--- config.mk ---
export PLATFORM = sky130hd
export DESIGN_NAME = auto_threshold_calibration_sequencer_flat
export DESIGN_NICKNAME = d
export VERILOG_FILES = /design/src/design/atcs_pkg.sv /design/src/design/atcs_req_if.sv /design/src/design/atcs_rsp_if.sv /design/src/design/atcs_step.sv /design/src/design/auto_threshold_calibration_sequencer.sv /design/src/flat_wrapper.sv
export SDC_FILE = /design/constraint.sdc
export NUM_CORES = 1
export LEC_CHECK = 0
export ABC_CLOCK_PERIOD_IN_PS = 6100
export BUFFER_PORTS_ARGS = -buffer_cell sky130_fd_sc_hd__buf_2
export CAP_MARGIN = 20
export CORE_MARGIN = 1.5
export CORE_UTILIZATION = 60
export CTS_CLUSTER_SIZE = 28
export DETAILED_ROUTE_END_ITERATION = 12
export MAX_ROUTING_LAYER = met4
export PLACE_DENSITY_LB_ADDON = 0.3
export SETUP_SLACK_MARGIN = 0.4
export SYNTH_ARGS = -nofsm -noshare
export SYNTH_HDL_FRONTEND = slang
export SYNTH_HIERARCHICAL = 1
export SYNTH_SLANG_ARGS = --single-unit
--- constraint.sdc ---
create_clock -name clock -period 6.1 [get_ports clock]
set_input_delay 0.61 -clock clock [delete_from_list [all_inputs] [get_ports clock]]
set_output_delay 0.61 -clock clock [all_outputs]
set_load 0.02 [all_outputs]
--- src/design/atcs_pkg.sv ---
`timescale 1ns / 1ps

package atcs_pkg;

   // Geometry and constants
   localparam int ATCS_HISTORY_LEN = 20;

   localparam logic [7:0]  THR_RESET       = 8'd130;
   localparam logic [7:0]  THR_MAX         = 8'd255;
   localparam logic [8:0]  THR_RAISE       = 9'd5;
   localparam logic [2:0]  CORNER_TARGET   = 3'd4;
   localparam logic [15:0] MIN_HOLD_RESET  = 16'd200;
   localparam logic [7:0]  CONTRAST_RESET  = 8'd50;

   typedef enum logic [1:0] {
      OP_TICK  = 2'd0,
      OP_START = 2'd1,
      OP_STOP  = 2'd2,
      OP_NUDGE = 2'd3
   } opcode_type;

   typedef enum logic [2:0] {
      PH_HOLD_INIT     = 3'd0,
      PH_LEARN_BG      = 3'd1,
      PH_SETTLE        = 3'd2,
      PH_SEARCH_BLOB   = 3'd3,
      PH_WAIT_CORNER   = 3'd4,
      PH_SEARCH_CORNER = 3'd5,
      PH_DONE          = 3'd6
   } phase_type;

   typedef enum logic [0:0] {
      CSR_MIN_HOLD        = 1'b0,
      CSR_CONTRAST_MARGIN = 1'b1
   } csr_index_type;

   typedef struct packed {
      opcode_type         opcode;
      logic [31:0]        now_ms;
      logic [3:0]         blob_count;
      logic [2:0]         corner_blob_count;
      logic signed [4:0]  nudge_step;
   } item_type;

   typedef struct packed {
      logic [7:0]  thr;
      logic [7:0]  cal;
      phase_type   phase;
      logic        active;
      logic        fail;
      logic [31:0] hold_start;
   } state_type;

   typedef struct packed {
      logic learn;
      logic clear;
   } pulse_type;

   typedef struct packed {
      logic [15:0] min_hold_ms;
      logic [7:0]  contrast_margin;
   } cfg_type;

endpackage

--- src/design/atcs_req_if.sv ---
`timescale 1ns / 1ps

interface atcs_req_if;
   import atcs_pkg::*;

   logic              valid;
   logic              ready;
   opcode_type        opcode;
   logic [31:0]       now_ms;
   logic [3:0]        blob_count;
   logic [2:0]        corner_blob_count;
   logic signed [4:0] nudge_step;

   modport source (
      output valid, opcode, now_ms, blob_count, corner_blob_count, nudge_step,
      input  ready
   );

   modport sink (
      input  valid, opcode, now_ms, blob_count, corner_blob_count, nudge_step,
      output ready
   );
endinterface

--- src/design/atcs_rsp_if.sv ---
`timescale 1ns / 1ps

interface atcs_rsp_if;
   logic       valid;
   logic       ready;
   logic [7:0] threshold_out;
   logic [2:0] phase_out;
   logic       calibrating;
   logic       contrast_failed;
   logic       learn_background;
   logic       clear_background;
   logic [7:0] calibrated_out;

   modport source (
      output valid, threshold_out, phase_out, calibrating, contrast_failed,
             learn_background, clear_background, calibrated_out,
      input  ready
   );

   modport sink (
      input  valid, threshold_out, phase_out, calibrating, contrast_failed,
             learn_background, clear_background, calibrated_out,
      output ready
   );
endinterface

--- src/design/atcs_step.sv ---
`timescale 1ns / 1ps

module atcs_step #(
   parameter int HISTORY_LEN = atcs_pkg::ATCS_HISTORY_LEN
) (
   input  atcs_pkg::item_type        item,
   input  atcs_pkg::cfg_type         cfg,
   input  atcs_pkg::state_type       cur,
   input  logic [HISTORY_LEN-1:0]    hist_cur,
   output atcs_pkg::state_type       nxt,
   output logic [HISTORY_LEN-1:0]    hist_nxt,
   output atcs_pkg::pulse_type       pulse
);
   import atcs_pkg::*;

   logic [31:0]            elapsed;
   logic                   hold_ok;
   logic [7:0]             thr_lower;
   logic [8:0]             raise_sum;
   logic [7:0]             thr_raised;
   logic [9:0]             nudge_sum;
   logic [7:0]             thr_nudged;
   logic [HISTORY_LEN-1:0] hist_shift;
   logic                   corner_hit;

   // Shared arithmetic
   assign elapsed    = item.now_ms - cur.hold_start;
   assign hold_ok    = elapsed > {16'd0, cfg.min_hold_ms};
   assign thr_lower  = (cur.thr == 8'd0) ? 8'd0 : cur.thr - 8'd1;
   assign raise_sum  = {1'b0, cur.thr} + THR_RAISE;
   assign thr_raised = raise_sum[8] ? THR_MAX : raise_sum[7:0];
   assign nudge_sum  = {2'b00, cur.thr} + {{5{item.nudge_step[4]}}, item.nudge_step};
   assign thr_nudged = nudge_sum[9] ? 8'd0 : (nudge_sum[8] ? THR_MAX : nudge_sum[7:0]);
   assign hist_shift = hist_cur << 1;
   assign corner_hit = item.corner_blob_count == CORNER_TARGET;

   // Next state
   always_comb begin
      nxt      = cur;
      hist_nxt = hist_cur;
      case (item.opcode)
         OP_START: begin
            nxt.active     = 1'b1;
            nxt.hold_start = item.now_ms;
         end
         OP_STOP: begin
            nxt.thr    = cur.cal;
            nxt.phase  = PH_HOLD_INIT;
            nxt.active = 1'b0;
         end
         OP_NUDGE: begin
            nxt.thr = thr_nudged;
         end
         default: begin
            if (cur.active) begin
               case (cur.phase)
                  PH_HOLD_INIT: begin
                     if (hold_ok) begin
                        nxt.phase      = PH_LEARN_BG;
                        nxt.hold_start = item.now_ms;
                        nxt.fail       = 1'b0;
                     end
                  end
                  PH_LEARN_BG: begin
                     if (hold_ok) begin
                        nxt.phase      = PH_SETTLE;
                        nxt.hold_start = item.now_ms;
                        nxt.thr        = THR_MAX;
                     end
                  end
                  PH_SETTLE: begin
                     if (hold_ok) begin
                        nxt.phase      = PH_SEARCH_BLOB;
                        nxt.hold_start = item.now_ms;
                     end
                  end
                  PH_SEARCH_BLOB: begin
                     if (item.blob_count == 4'd0) begin
                        nxt.thr = thr_lower;
                     end else begin
                        nxt.thr        = thr_raised;
                        nxt.cal        = thr_raised;
                        nxt.phase      = PH_WAIT_CORNER;
                        nxt.hold_start = item.now_ms;
                        if (thr_raised > ~cfg.contrast_margin) begin
                           nxt.fail = 1'b1;
                        end
                     end
                  end
                  PH_WAIT_CORNER: begin
                     if (hold_ok) begin
                        nxt.phase      = PH_SEARCH_CORNER;
                        nxt.hold_start = item.now_ms;
                        hist_nxt       = '0;
                     end
                  end
                  PH_SEARCH_CORNER: begin
                     hist_nxt = hist_shift | HISTORY_LEN'(corner_hit);
                     if (corner_hit && (&(hist_shift | HISTORY_LEN'(1'b1)))) begin
                        nxt.phase      = PH_DONE;
                        nxt.hold_start = item.now_ms;
                     end else begin
                        nxt.thr = thr_lower;
                     end
                  end
                  PH_DONE: begin
                     if (hold_ok) begin
                        nxt.hold_start = item.now_ms;
                     end
                  end
                  default: begin
                     nxt.thr    = cur.cal;
                     nxt.phase  = PH_HOLD_INIT;
                     nxt.active = 1'b0;
                  end
               endcase
            end
         end
      endcase
   end

   // Request pulses
   always_comb begin
      pulse = '0;
      case (item.opcode)
         OP_START, OP_STOP: begin
            pulse.clear = 1'b1;
         end
         OP_TICK: begin
            if (cur.active) begin
               case (cur.phase)
                  PH_HOLD_INIT:     pulse.learn = hold_ok;
                  PH_LEARN_BG, PH_SETTLE, PH_SEARCH_BLOB, PH_WAIT_CORNER,
                  PH_SEARCH_CORNER, PH_DONE: pulse = '0;
                  default:          pulse.clear = 1'b1;
               endcase
            end
         end
         default: begin
            pulse = '0;
         end
      endcase
   end

endmodule

--- src/design/auto_threshold_calibration_sequencer.sv ---
`timescale 1ns / 1ps
// An accepted req item goes through the input register and then the result register to rsp.
// Throughput: 1 item per cycle while rsp_chan.ready is high; the per-item update of the phase,
//   threshold, timer and hit window is one pass of logic between the input and result registers.
// Reset: synchronous, active high; threshold 130, phase 0, idle, flags and history cleared,
//   min_hold_ms 200, contrast_margin 50, both pipeline stages empty.

module auto_threshold_calibration_sequencer #(
   parameter int HISTORY_LEN = atcs_pkg::ATCS_HISTORY_LEN
) (
   input  logic                        clock,
   input  logic                        reset,
   atcs_req_if.sink                    req_chan,
   atcs_rsp_if.source                  rsp_chan,
   input  logic                        csr_wr_en,
   input  atcs_pkg::csr_index_type     csr_index,
   input  logic [15:0]                 csr_wr_data
);
   import atcs_pkg::*;

   // Configuration registers
   cfg_type                cfg_ff;

   // Input stage
   logic                   in_valid_ff;
   item_type               in_item_ff;

   // Sequencer state
   state_type              state_ff;
   state_type              state_in;
   logic [HISTORY_LEN-1:0] hist_ff;
   logic [HISTORY_LEN-1:0] hist_in;
   pulse_type              pulse;

   // Result stage
   logic                   out_valid_ff;
   state_type              out_state_ff;
   pulse_type              out_pulse_ff;

   logic                   req_fire;
   logic                   step_fire;

   // Move the held item into the result register when that register is free or being drained.
   assign step_fire      = in_valid_ff && (!out_valid_ff || rsp_chan.ready);
   // Take a new item whenever the input register is empty or empties this cycle.
   assign req_chan.ready = !in_valid_ff || step_fire;
   assign req_fire       = req_chan.valid && req_chan.ready;

   // Configuration writes
   always_ff @(posedge clock) begin
      if (reset) begin
         cfg_ff.min_hold_ms     <= MIN_HOLD_RESET;
         cfg_ff.contrast_margin <= CONTRAST_RESET;
      end else if (csr_wr_en) begin
         case (csr_index)
            CSR_MIN_HOLD:        cfg_ff.min_hold_ms     <= csr_wr_data;
            CSR_CONTRAST_MARGIN: cfg_ff.contrast_margin <= csr_wr_data[7:0];
            default:             cfg_ff                 <= cfg_ff;
         endcase
      end
   end

   // Input register: hold the item until the step logic takes it.
   always_ff @(posedge clock) begin
      if (reset) begin
         in_valid_ff <= 1'b0;
      end else if (req_chan.ready) begin
         in_valid_ff <= req_chan.valid;
      end
   end

   always_ff @(posedge clock) begin
      if (req_fire) begin
         in_item_ff.opcode            <= req_chan.opcode;
         in_item_ff.now_ms            <= req_chan.now_ms;
         in_item_ff.blob_count        <= req_chan.blob_count;
         in_item_ff.corner_blob_count <= req_chan.corner_blob_count;
         in_item_ff.nudge_step        <= req_chan.nudge_step;
      end
   end

   // Per-item update of phase, threshold, timer and corner hit window.
   atcs_step #(
      .HISTORY_LEN (HISTORY_LEN)
   ) u_step (
      .item     (in_item_ff),
      .cfg      (cfg_ff),
      .cur      (state_ff),
      .hist_cur (hist_ff),
      .nxt      (state_in),
      .hist_nxt (hist_in),
      .pulse    (pulse)
   );

   // Commit state only when the item advances, so stalls never double-apply an update.
   always_ff @(posedge clock) begin
      if (reset) begin
         state_ff.thr        <= THR_RESET;
         state_ff.cal        <= 8'd0;
         state_ff.phase      <= PH_HOLD_INIT;
         state_ff.active     <= 1'b0;
         state_ff.fail       <= 1'b0;
         state_ff.hold_start <= 32'd0;
         hist_ff             <= '0;
      end else if (step_fire) begin
         state_ff <= state_in;
         hist_ff  <= hist_in;
      end
   end

   // Result register: a finished item waits here while the next one is taken.
   always_ff @(posedge clock) begin
      if (reset) begin
         out_valid_ff <= 1'b0;
      end else if (step_fire) begin
         out_valid_ff <= 1'b1;
      end else if (rsp_chan.ready) begin
         out_valid_ff <= 1'b0;
      end
   end

   always_ff @(posedge clock) begin
      if (step_fire) begin
         out_state_ff <= state_in;
         out_pulse_ff <= pulse;
      end
   end

   assign rsp_chan.valid            = out_valid_ff;
   assign rsp_chan.threshold_out    = out_state_ff.thr;
   assign rsp_chan.phase_out        = out_state_ff.phase;
   assign rsp_chan.calibrating      = out_state_ff.active;
   assign rsp_chan.contrast_failed  = out_state_ff.fail;
   assign rsp_chan.learn_background = out_pulse_ff.learn;
   assign rsp_chan.clear_background = out_pulse_ff.clear;
   assign rsp_chan.calibrated_out   = out_state_ff.cal;

   // A nonzero phase only exists while the sequence is armed.
   a_phase_implies_active: assert property (@(posedge clock) disable iff (reset)
      (state_ff.phase != PH_HOLD_INIT) |-> state_ff.active)
      else $error("phase left nonzero while sequence inactive");

   // A background capture request is reported together with entry to the capture phase.
   a_learn_phase: assert property (@(posedge clock) disable iff (reset)
      (rsp_chan.valid && rsp_chan.learn_background) |->
      (rsp_chan.phase_out == PH_LEARN_BG) && rsp_chan.calibrating)
      else $error("background capture request outside capture phase");

   // Sequencer state changes only when an item passes the step logic.
   a_state_hold: assert property (@(posedge clock) disable iff (reset)
      !step_fire |=> $stable(state_ff) && $stable(hist_ff))
      else $error("state changed without an item");

endmodule
--- src/flat_wrapper.sv ---
// flat-port wrapper written by rule: the top's interface ports become plain ports
module auto_threshold_calibration_sequencer_flat import atcs_pkg::*;
#(
   parameter int HISTORY_LEN = atcs_pkg::ATCS_HISTORY_LEN
)
  (clock, reset, csr_wr_en, csr_index, csr_wr_data, req_chan_valid, req_chan_opcode, req_chan_now_ms, req_chan_blob_count, req_chan_corner_blob_count, req_chan_nudge_step, req_chan_ready, rsp_chan_valid, rsp_chan_threshold_out, rsp_chan_phase_out, rsp_chan_calibrating, rsp_chan_contrast_failed, rsp_chan_learn_background, rsp_chan_clear_background, rsp_chan_calibrated_out, rsp_chan_ready);
  atcs_req_if req_chan_i ();
  atcs_rsp_if rsp_chan_i ();
  input  logic clock;
  input  logic reset;
  input  logic csr_wr_en;
  input  atcs_pkg::csr_index_type csr_index;
  input  logic [15:0] csr_wr_data;
  input wire logic [$bits(req_chan_i.valid)-1:0] req_chan_valid;
  input wire logic [$bits(req_chan_i.opcode)-1:0] req_chan_opcode;
  input wire logic [$bits(req_chan_i.now_ms)-1:0] req_chan_now_ms;
  input wire logic [$bits(req_chan_i.blob_count)-1:0] req_chan_blob_count;
  input wire logic [$bits(req_chan_i.corner_blob_count)-1:0] req_chan_corner_blob_count;
  input wire logic [$bits(req_chan_i.nudge_step)-1:0] req_chan_nudge_step;
  output wire logic [$bits(req_chan_i.ready)-1:0] req_chan_ready;
  output wire logic [$bits(rsp_chan_i.valid)-1:0] rsp_chan_valid;
  output wire logic [$bits(rsp_chan_i.threshold_out)-1:0] rsp_chan_threshold_out;
  output wire logic [$bits(rsp_chan_i.phase_out)-1:0] rsp_chan_phase_out;
  output wire logic [$bits(rsp_chan_i.calibrating)-1:0] rsp_chan_calibrating;
  output wire logic [$bits(rsp_chan_i.contrast_failed)-1:0] rsp_chan_contrast_failed;
  output wire logic [$bits(rsp_chan_i.learn_background)-1:0] rsp_chan_learn_background;
  output wire logic [$bits(rsp_chan_i.clear_background)-1:0] rsp_chan_clear_background;
  output wire logic [$bits(rsp_chan_i.calibrated_out)-1:0] rsp_chan_calibrated_out;
  input wire logic [$bits(rsp_chan_i.ready)-1:0] rsp_chan_ready;
  assign req_chan_i.valid = req_chan_valid;
  assign req_chan_i.opcode = req_chan_opcode;
  assign req_chan_i.now_ms = req_chan_now_ms;
  assign req_chan_i.blob_count = req_chan_blob_count;
  assign req_chan_i.corner_blob_count = req_chan_corner_blob_count;
  assign req_chan_i.nudge_step = req_chan_nudge_step;
  assign req_chan_ready = req_chan_i.ready;
  assign rsp_chan_valid = rsp_chan_i.valid;
  assign rsp_chan_threshold_out = rsp_chan_i.threshold_out;
  assign rsp_chan_phase_out = rsp_chan_i.phase_out;
  assign rsp_chan_calibrating = rsp_chan_i.calibrating;
  assign rsp_chan_contrast_failed = rsp_chan_i.contrast_failed;
  assign rsp_chan_learn_background = rsp_chan_i.learn_background;
  assign rsp_chan_clear_background = rsp_chan_i.clear_background;
  assign rsp_chan_calibrated_out = rsp_chan_i.calibrated_out;
  assign rsp_chan_i.ready = rsp_chan_ready;
  auto_threshold_calibration_sequencer #(.HISTORY_LEN(HISTORY_LEN)) u_core (.clock(clock), .reset(reset), .req_chan(req_chan_i), .rsp_chan(rsp_chan_i), .csr_wr_en(csr_wr_en), .csr_index(csr_index), .csr_wr_data(csr_wr_data));
endmodule
==> flow_metrics.tcl, run 1 <==
set metrics [dict create \
    postSynthAreaPerCell_um2 8.88 \
    globalRouteTotalUtil_pct 28.6 \
    total_power_mw 2.85 \
    detailed_place_hpwl_um 19200 \
    dr.pass1.iters 6 \
    critical_path_class "reg2reg" \
    timing.max_cap.violations 0 \
    rows 50 \
    wl_per_cell_um 17.5 \
    power.ir.vdd_worst_mv 0.195 \
    cellLeakagePower_nw 4.77 \
    clock_latency_ns 0.44 \
    fin_util_pct 67.6 \
    critical-path-slowest-cell "sky130_fd_sc_hd__or4_4" \
    vias 9756 \
    numCtsBuffers 17 \
    critical_path.cell_chain "inv_1 > ha_2 > fa_2 > nand2b_1 > a21oi_2 > o21bai_2 > a211oi_2 > nor2_1 > xnor2_1 > ha_1 > nand4_1 > nor2_1 > a221o_1 > o31a_1 > a2111oi_2 > nand4b_1 > or4_4 > nor4_4 > nand3_4 > a21o_2 > a22o_2 > nand2b_1 > mux2i_1" \
    final-hold-violation-count 0 \
    coreArea_um2 18700 \
    crit_path_end_kind "flop" \
    netSwitchingPower_mw 0.831 \
    fin_tns_setup_ns 0 \
    cts_tree "yes" \
    layout_worst_path_cycle_share_pct 91.3 \
    worst_path_largest_cell_delay_ns 0.52 \
    hold_path.class "in2reg" \
    routability_congestion 0.927 \
    floorplan_die_width_um 141 \
    setup_violations 0 \
    min_period_ns 5.57 \
    power.clock.fraction_pct 38.4 \
    antennaDiodeCount 0 \
    postRouteWirelength_um 27800 \
    cts.path.max_buffers 2 \
    clkSlewWorstSetupHoldPaths_ns 0.07 \
    final_layout_size_suffix_gt1_share_pct 13.9 \
    worst_clock_skew_ns 0.0141 \
    flow.area_growth_from_synthesis_pct 10.8 \
    fp.dieArea_um2 19900 \
    grt_max_degree 112 \
    global_route_wire_length_before_repair_um 44400 \
    run_status "complete, no violations" \
    floorplan.die.height_um 141 \
    postSynthNetCount 1427 \
    cts_num_sinks 167 \
    timing_worst_slew_pin_value_ns 1.11 \
    max_clock_freq_mhz 179 \
    critical_path_arrival_ns 5.88 \
    vias_in_the_first_global_route 8976 \
    starting_density_of_the_core_pct 61.0 \
    cp-start-kind "flop" \
    yosys_warnings 6 \
    overflow 0 \
    antenna_violating_nets_remaining 0 \
    rsz0062_at_grt "false" \
    crit_fanout 10 \
    power.density_cell_area_nw_per_um2 225 \
    cts_max_level 4 \
    detail_route.vias_per_cell 6.13 \
    nNetsFinal 1487 \
    remaining_drc_errors 0 \
    combinationalPowerShare_pct 18.0 \
    detail_route.iter0.violations 740 \
    maxSlewHeadroom_pct 25.6 \
    finalMaxSlewViolations 0 \
    internal_power_mw 2.01 \
    cts.hold.buffers_added 0 \
    power.switching_fraction_pct 29.2 \
    netlist_area_um2 11400 \
    syn-instance-count 1285 \
    number_of_antenna_violations_at_the_first_check_in_global_routing 0 \
    cp_data_required_time_ns 6.41 \
    power.sequential.fraction_pct 43.7 \
    quantity_of_i_o_buffers_inserted_on_ports 92 \
    cts.root.buffer_cell "sky130_fd_sc_hd__clkbuf_16" \
    boundaryPins 93 \
]
[state kept, by name, indices dropped and copies added (netlist names)]
register / count
u_core/rsp_chan.calibrating: 1
u_core/rsp_chan.calibrated_out: 8
u_core/rsp_chan.learn_background: 1
u_core/cfg_ff: 24
u_core/in_item_ff: 46
u_core/state_ff: 53
u_core/rsp_chan.contrast_failed: 1
u_core/rsp_chan.clear_background: 1
u_core/rsp_chan.valid: 1
u_core/rsp_chan.threshold_out: 8
u_core/rsp_chan.phase_out: 3
u_core/hist_ff: 19
u_core/in_valid_ff: 1
[worst max-delay path, delay by kind of cell (launching register included)]
kind | cells | cell delay, ns
buf+inv | 1 | 0.07
compound gates | 8 | 2.12
flops | 1 | 0.35
xor+xnor | 1 | 0.24
mux | 1 | 0.07
fa+ha+maj | 3 | 0.83
simple gates | 9 | 1.76
[what timing repair did]
action,in CTS,in global routing
setup endpoints to repair,45,72
cloned,1,2
pin swaps,5,9
setup buffers,5,3
resized for setup,5,19
[routing by layer]
metal	part of all wire, %	GRT usage [%]
met1	45	37.5
met2	47	45.9
met3	6.1	4.08
met4	2.2	9.27
met5	0	-
[power groups by stage]
stage / clock network, mW / logic, mW / registers [mW]
after floorplan: 0 / 0.372 / 1.26
after global routing: 1.15 / 0.560 / 1.25
after global placement: 0 / 0.477 / 1.26
after detailed placement: 0 / 0.485 / 1.27
final: 1.09 / 0.511 / 1.24
after CTS: 1.11 / 0.493 / 1.24
[cell type report]
class,instances,area (um^2)
Clock buffer,21,493
Clock inverter,11,97.6
Fill cell,1464,6060
Inverter,80,300
Multi-Input combinational cell,969,6790
Sequential cell,167,4030
Tap cell,234,293
Timing Repair Buffer,110,639
[cell usage in the layout, fill, tap and decap left out, drive strengths merged, types with 23 or more instances in the layout]
cell / n
ha: 72
inv: 89
buf: 109
edfxtp: 69
a21oi: 114
nor2: 71
nand2: 111
a22o: 45
dfxtp: 98
mux2i: 76
nand2b: 151
o21ai: 61
nand3: 23
[worst paths after layout]
| check | from | endpoint | slack, ns | cells past startpoint |
|---|---|---|---|---|
| worst max-delay path | u_core/in_item_ff[12]$_DFFE_PP_ | u_core/state_ff[7]$_SDFFE_PP0P_ | 0.53 | 23 |
| worst min-delay path | req_chan_blob_count[3] | u_core/in_item_ff[11]$_DFFE_PP_ | 0.34 | 1 |
| worst max register to register | u_core/in_item_ff[12]$_DFFE_PP_ | u_core/state_ff[7]$_SDFFE_PP0P_ | 0.53 | 23 |
| worst min register to register | u_core/cfg_ff[13]$_SDFFE_PP0P_ | u_core/cfg_ff[13]$_SDFFE_PP0P_ | 0.46 | 2 |
[stage by stage]
step / setup slack [ns] / std cells / hold WS [ns] / area, um^2
after floorplan: 1.00 / 1285 / 0.436 / 11400
after global placement: 0.275 / 1547 / 0.444 / 11800
after detailed placement: 0.155 / 1548 / 0.451 / 11800
after CTS: 0.455 / 1586 / 0.328 / 12500
after global routing: 0.380 / 1592 / 0.327 / 12600
final: 0.528 / 1592 / 0.340 / 12600
No activity file was read; power rests on OpenSTA's default activity.
==> inputs of run 2 (changes only) <==
ABC_CLOCK_PERIOD_IN_PS = 4600   (was 6100)
CORE_UTILIZATION = 40   (was 60)
clock period = 4.6 ns   (was 6.1 ns; I/O delays follow)
==> run 2 against run 1 <==
  * The flow now finishes with violations (setup timing)
  * Design area grew 12%
  * Cell count up 17%
  * Critical path depth grew 20
  * Largest cell class unchanged
  * Total power grew 41%
  * Non-clock buffer count is 127 higher
  * First-iteration DRC count grew 2.4%
  * Sequential power rose by 32%
  * Hold slack got worse by 0.15 ns
==> flow_metrics.tcl, run 2 (synthesis gave the netlist of run 1 again) <==
set metrics [dict create \
    run_status "complete, but fails checks" \
    failed_checks "setup timing" \
    crit_fanout 2 \
    power.density_cell_area_nw_per_um2 283 \
    crit_path_end_kind "flop" \
    cp-start-kind "flop" \
    cts_max_level 4 \
    cp_data_required_time_ns 4.96 \
    hold_path.class "in2reg" \
    postRouteWirelength_um 31100 \
    cts_tree "yes" \
    finalWorstSetupSlack_ns -0.944 \
    crit_top_cell "sky130_fd_sc_hd__buf_4" \
    place.detailed.instances 1779 \
    setup_violations 74 \
    critical-path-slowest-cell "sky130_fd_sc_hd__edfxtp_1" \
    numCtsBuffers 17 \
    cts.path.max_buffers 2 \
    final_layout_size_suffix_gt1_share_pct 22.7 \
    vias 10230 \
    antennaDiodeCount 0 \
    flow.area_growth_from_synthesis_pct 24.2 \
    grt_max_degree 110 \
    rows 61 \
    dr.pass1.iters 5 \
    reg_top3 "u_core/state_ff (53), u_core/in_item_ff (46), u_core/cfg_ff (24)" \
    fin_util_pct 50.7 \
    min_period_ns 5.54 \
    power.ir.vdd_worst_mv 0.190 \
    quantity_of_i_o_buffers_inserted_on_ports 92 \
    fp.dieArea_um2 29500 \
    commonest_cells_after_routing_fill_and_taps_aside "sky130_fd_sc_hd__nand2b_1 (150), sky130_fd_sc_hd__buf_4 (123), sky130_fd_sc_hd__nand2_1 (110)" \
    boundaryPins 93 \
    routability_congestion 0.910 \
    clkSlewWorstSetupHoldPaths_ns 0.07 \
    detail_route.iter0.violations 758 \
    critical_path_class "reg2reg" \
    global_route_wire_length_before_repair_um 49100 \
    detailed_place_hpwl_um 21100 \
    cellLeakagePower_nw 5.50 \
    detail_route.vias_per_cell 5.49 \
    timing.max_cap.violations 0 \
    overflow 0 \
    critPathLaunch "u_core/in_item_ff[12]$_DFFE_PP_" \
    layout.cells.non_filler 1863 \
    layout_worst_path_cycle_share_pct 121 \
    starting_density_of_the_core_pct 40.8 \
    largest_reg_flops 53 \
    finalMaxSlewViolations 0 \
    antenna_violating_nets_remaining 0 \
    max_clock_freq_mhz 180 \
    maxSlewHeadroom_pct 39.2 \
    wl_per_cell_um 16.7 \
    largest_register "u_core/state_ff" \
    worst_path_largest_cell_delay_ns 0.38 \
    cts_num_sinks 167 \
    rsz0062_at_grt "true" \
    layout.cells.most_common "sky130_fd_sc_hd__nand2b_1" \
    floorplan_die_width_um 172 \
    final-hold-violation-count 0 \
    number_of_antenna_violations_at_the_first_check_in_global_routing 0 \
    remaining_drc_errors 0 \
    vias_in_the_first_global_route 9857 \
    globalRouteTotalUtil_pct 21.6 \
    cts.root.buffer_cell "sky130_fd_sc_hd__clkbuf_16" \
    timing_worst_slew_pin_value_ns 0.905 \
    clock_latency_ns 0.44 \
    critical_path_arrival_ns 5.90 \
    holdCritStartpoint "req_chan_now_ms[9]" \
    reg2reg_from "u_core/in_item_ff[12]$_DFFE_PP_" \
    coreArea_um2 27900 \
    worst_clock_skew_ns 0.0124 \
    floorplan.die.height_um 172 \
    nNetsFinal 1614 \
    cts.hold.buffers_added 0 \
]
==> run 2: cell types whose count changed in the layout (fill, tap and decap cells not counted), sizes merged <==
cell	previous run	this run
inv	89	86
clkbuf	22	20
clkinv	1	4
bufinv	0	3
buf	109	235
==> run 2: per-layer routing <==
layer	share of wire (%)	wire, um	track usage [%]
met3	4.6	1420	3.30
met5	0	0	-
met4	2.7	850	8.17
met2	48	15000	36.0
met1	44	13800	26.3
==> run 2: area by class of cell <==
| type | count | area, um^2 |
|---|---|---|
| timing repair buffer | 237 | 1710 |
| sequential | 167 | 4030 |
| inverter | 80 | 300 |
| clock inverter | 14 | 183 |
| clock buffer | 18 | 439 |
| multi-input combinational | 969 | 7030 |
| fill | 2662 | 13800 |
| tap | 378 | 473 |
==> run 2: what timing repair did <==
item	in CTS	in global routing
endpoints found under the setup margin	74	74
resized for setup	33	26
cloned	2	2
pin swaps	22	6
setup buffers	45	2
==> run 2: metrics by stage <==
| step | hold WS [ns] | worst slack (ns) | total power [mW] | TNS [ns] | instance area, um^2 |
|---|---|---|---|---|---|
| after floorplan | 0.436 | -0.322 | 2.18 | -12.65 | 11500 |
| after global placement | 0.444 | -0.768 | 2.40 | -46.35 | 12800 |
| after detailed placement | 0.446 | -0.834 | 2.41 | -49.67 | 12800 |
| after CTS | 0.174 | -0.765 | 4.00 | -50.78 | 14000 |
| after global routing | 0.172 | -1.01 | 4.18 | -67.03 | 14200 |
| final | 0.189 | -0.944 | 4.02 | -47.70 | 14200 |
==> run 2: worst max-delay path: cells and delay by family, from the launching register on <==
kind,cells,cell delay (ns)
DFF,1,0.38
muxes,2,0.31
buffers and inverters,40,4.68
and+or+nand+nor,1,0.09
==> run 2: power breakdown <==
part	total, mW	internal, mW	switching, mW
clock	1.55	0.884	0.665
combinational	0.824	0.379	0.444
sequential	1.64	1.60	0.0427
total	4.02	2.86	1.15
==> run 2: worst paths after layout <==
check,cells past startpoint,slack [ns],endpoint
min,1,0.19,u_core/in_item_ff[21]$_DFFE_PP_
min reg2reg,2,0.46,u_core/cfg_ff[13]$_SDFFE_PP0P_
max,43,-0.94,u_core/state_ff[0]$_SDFFE_PP0P_
max reg2reg,43,-0.94,u_core/state_ff[0]$_SDFFE_PP0P_
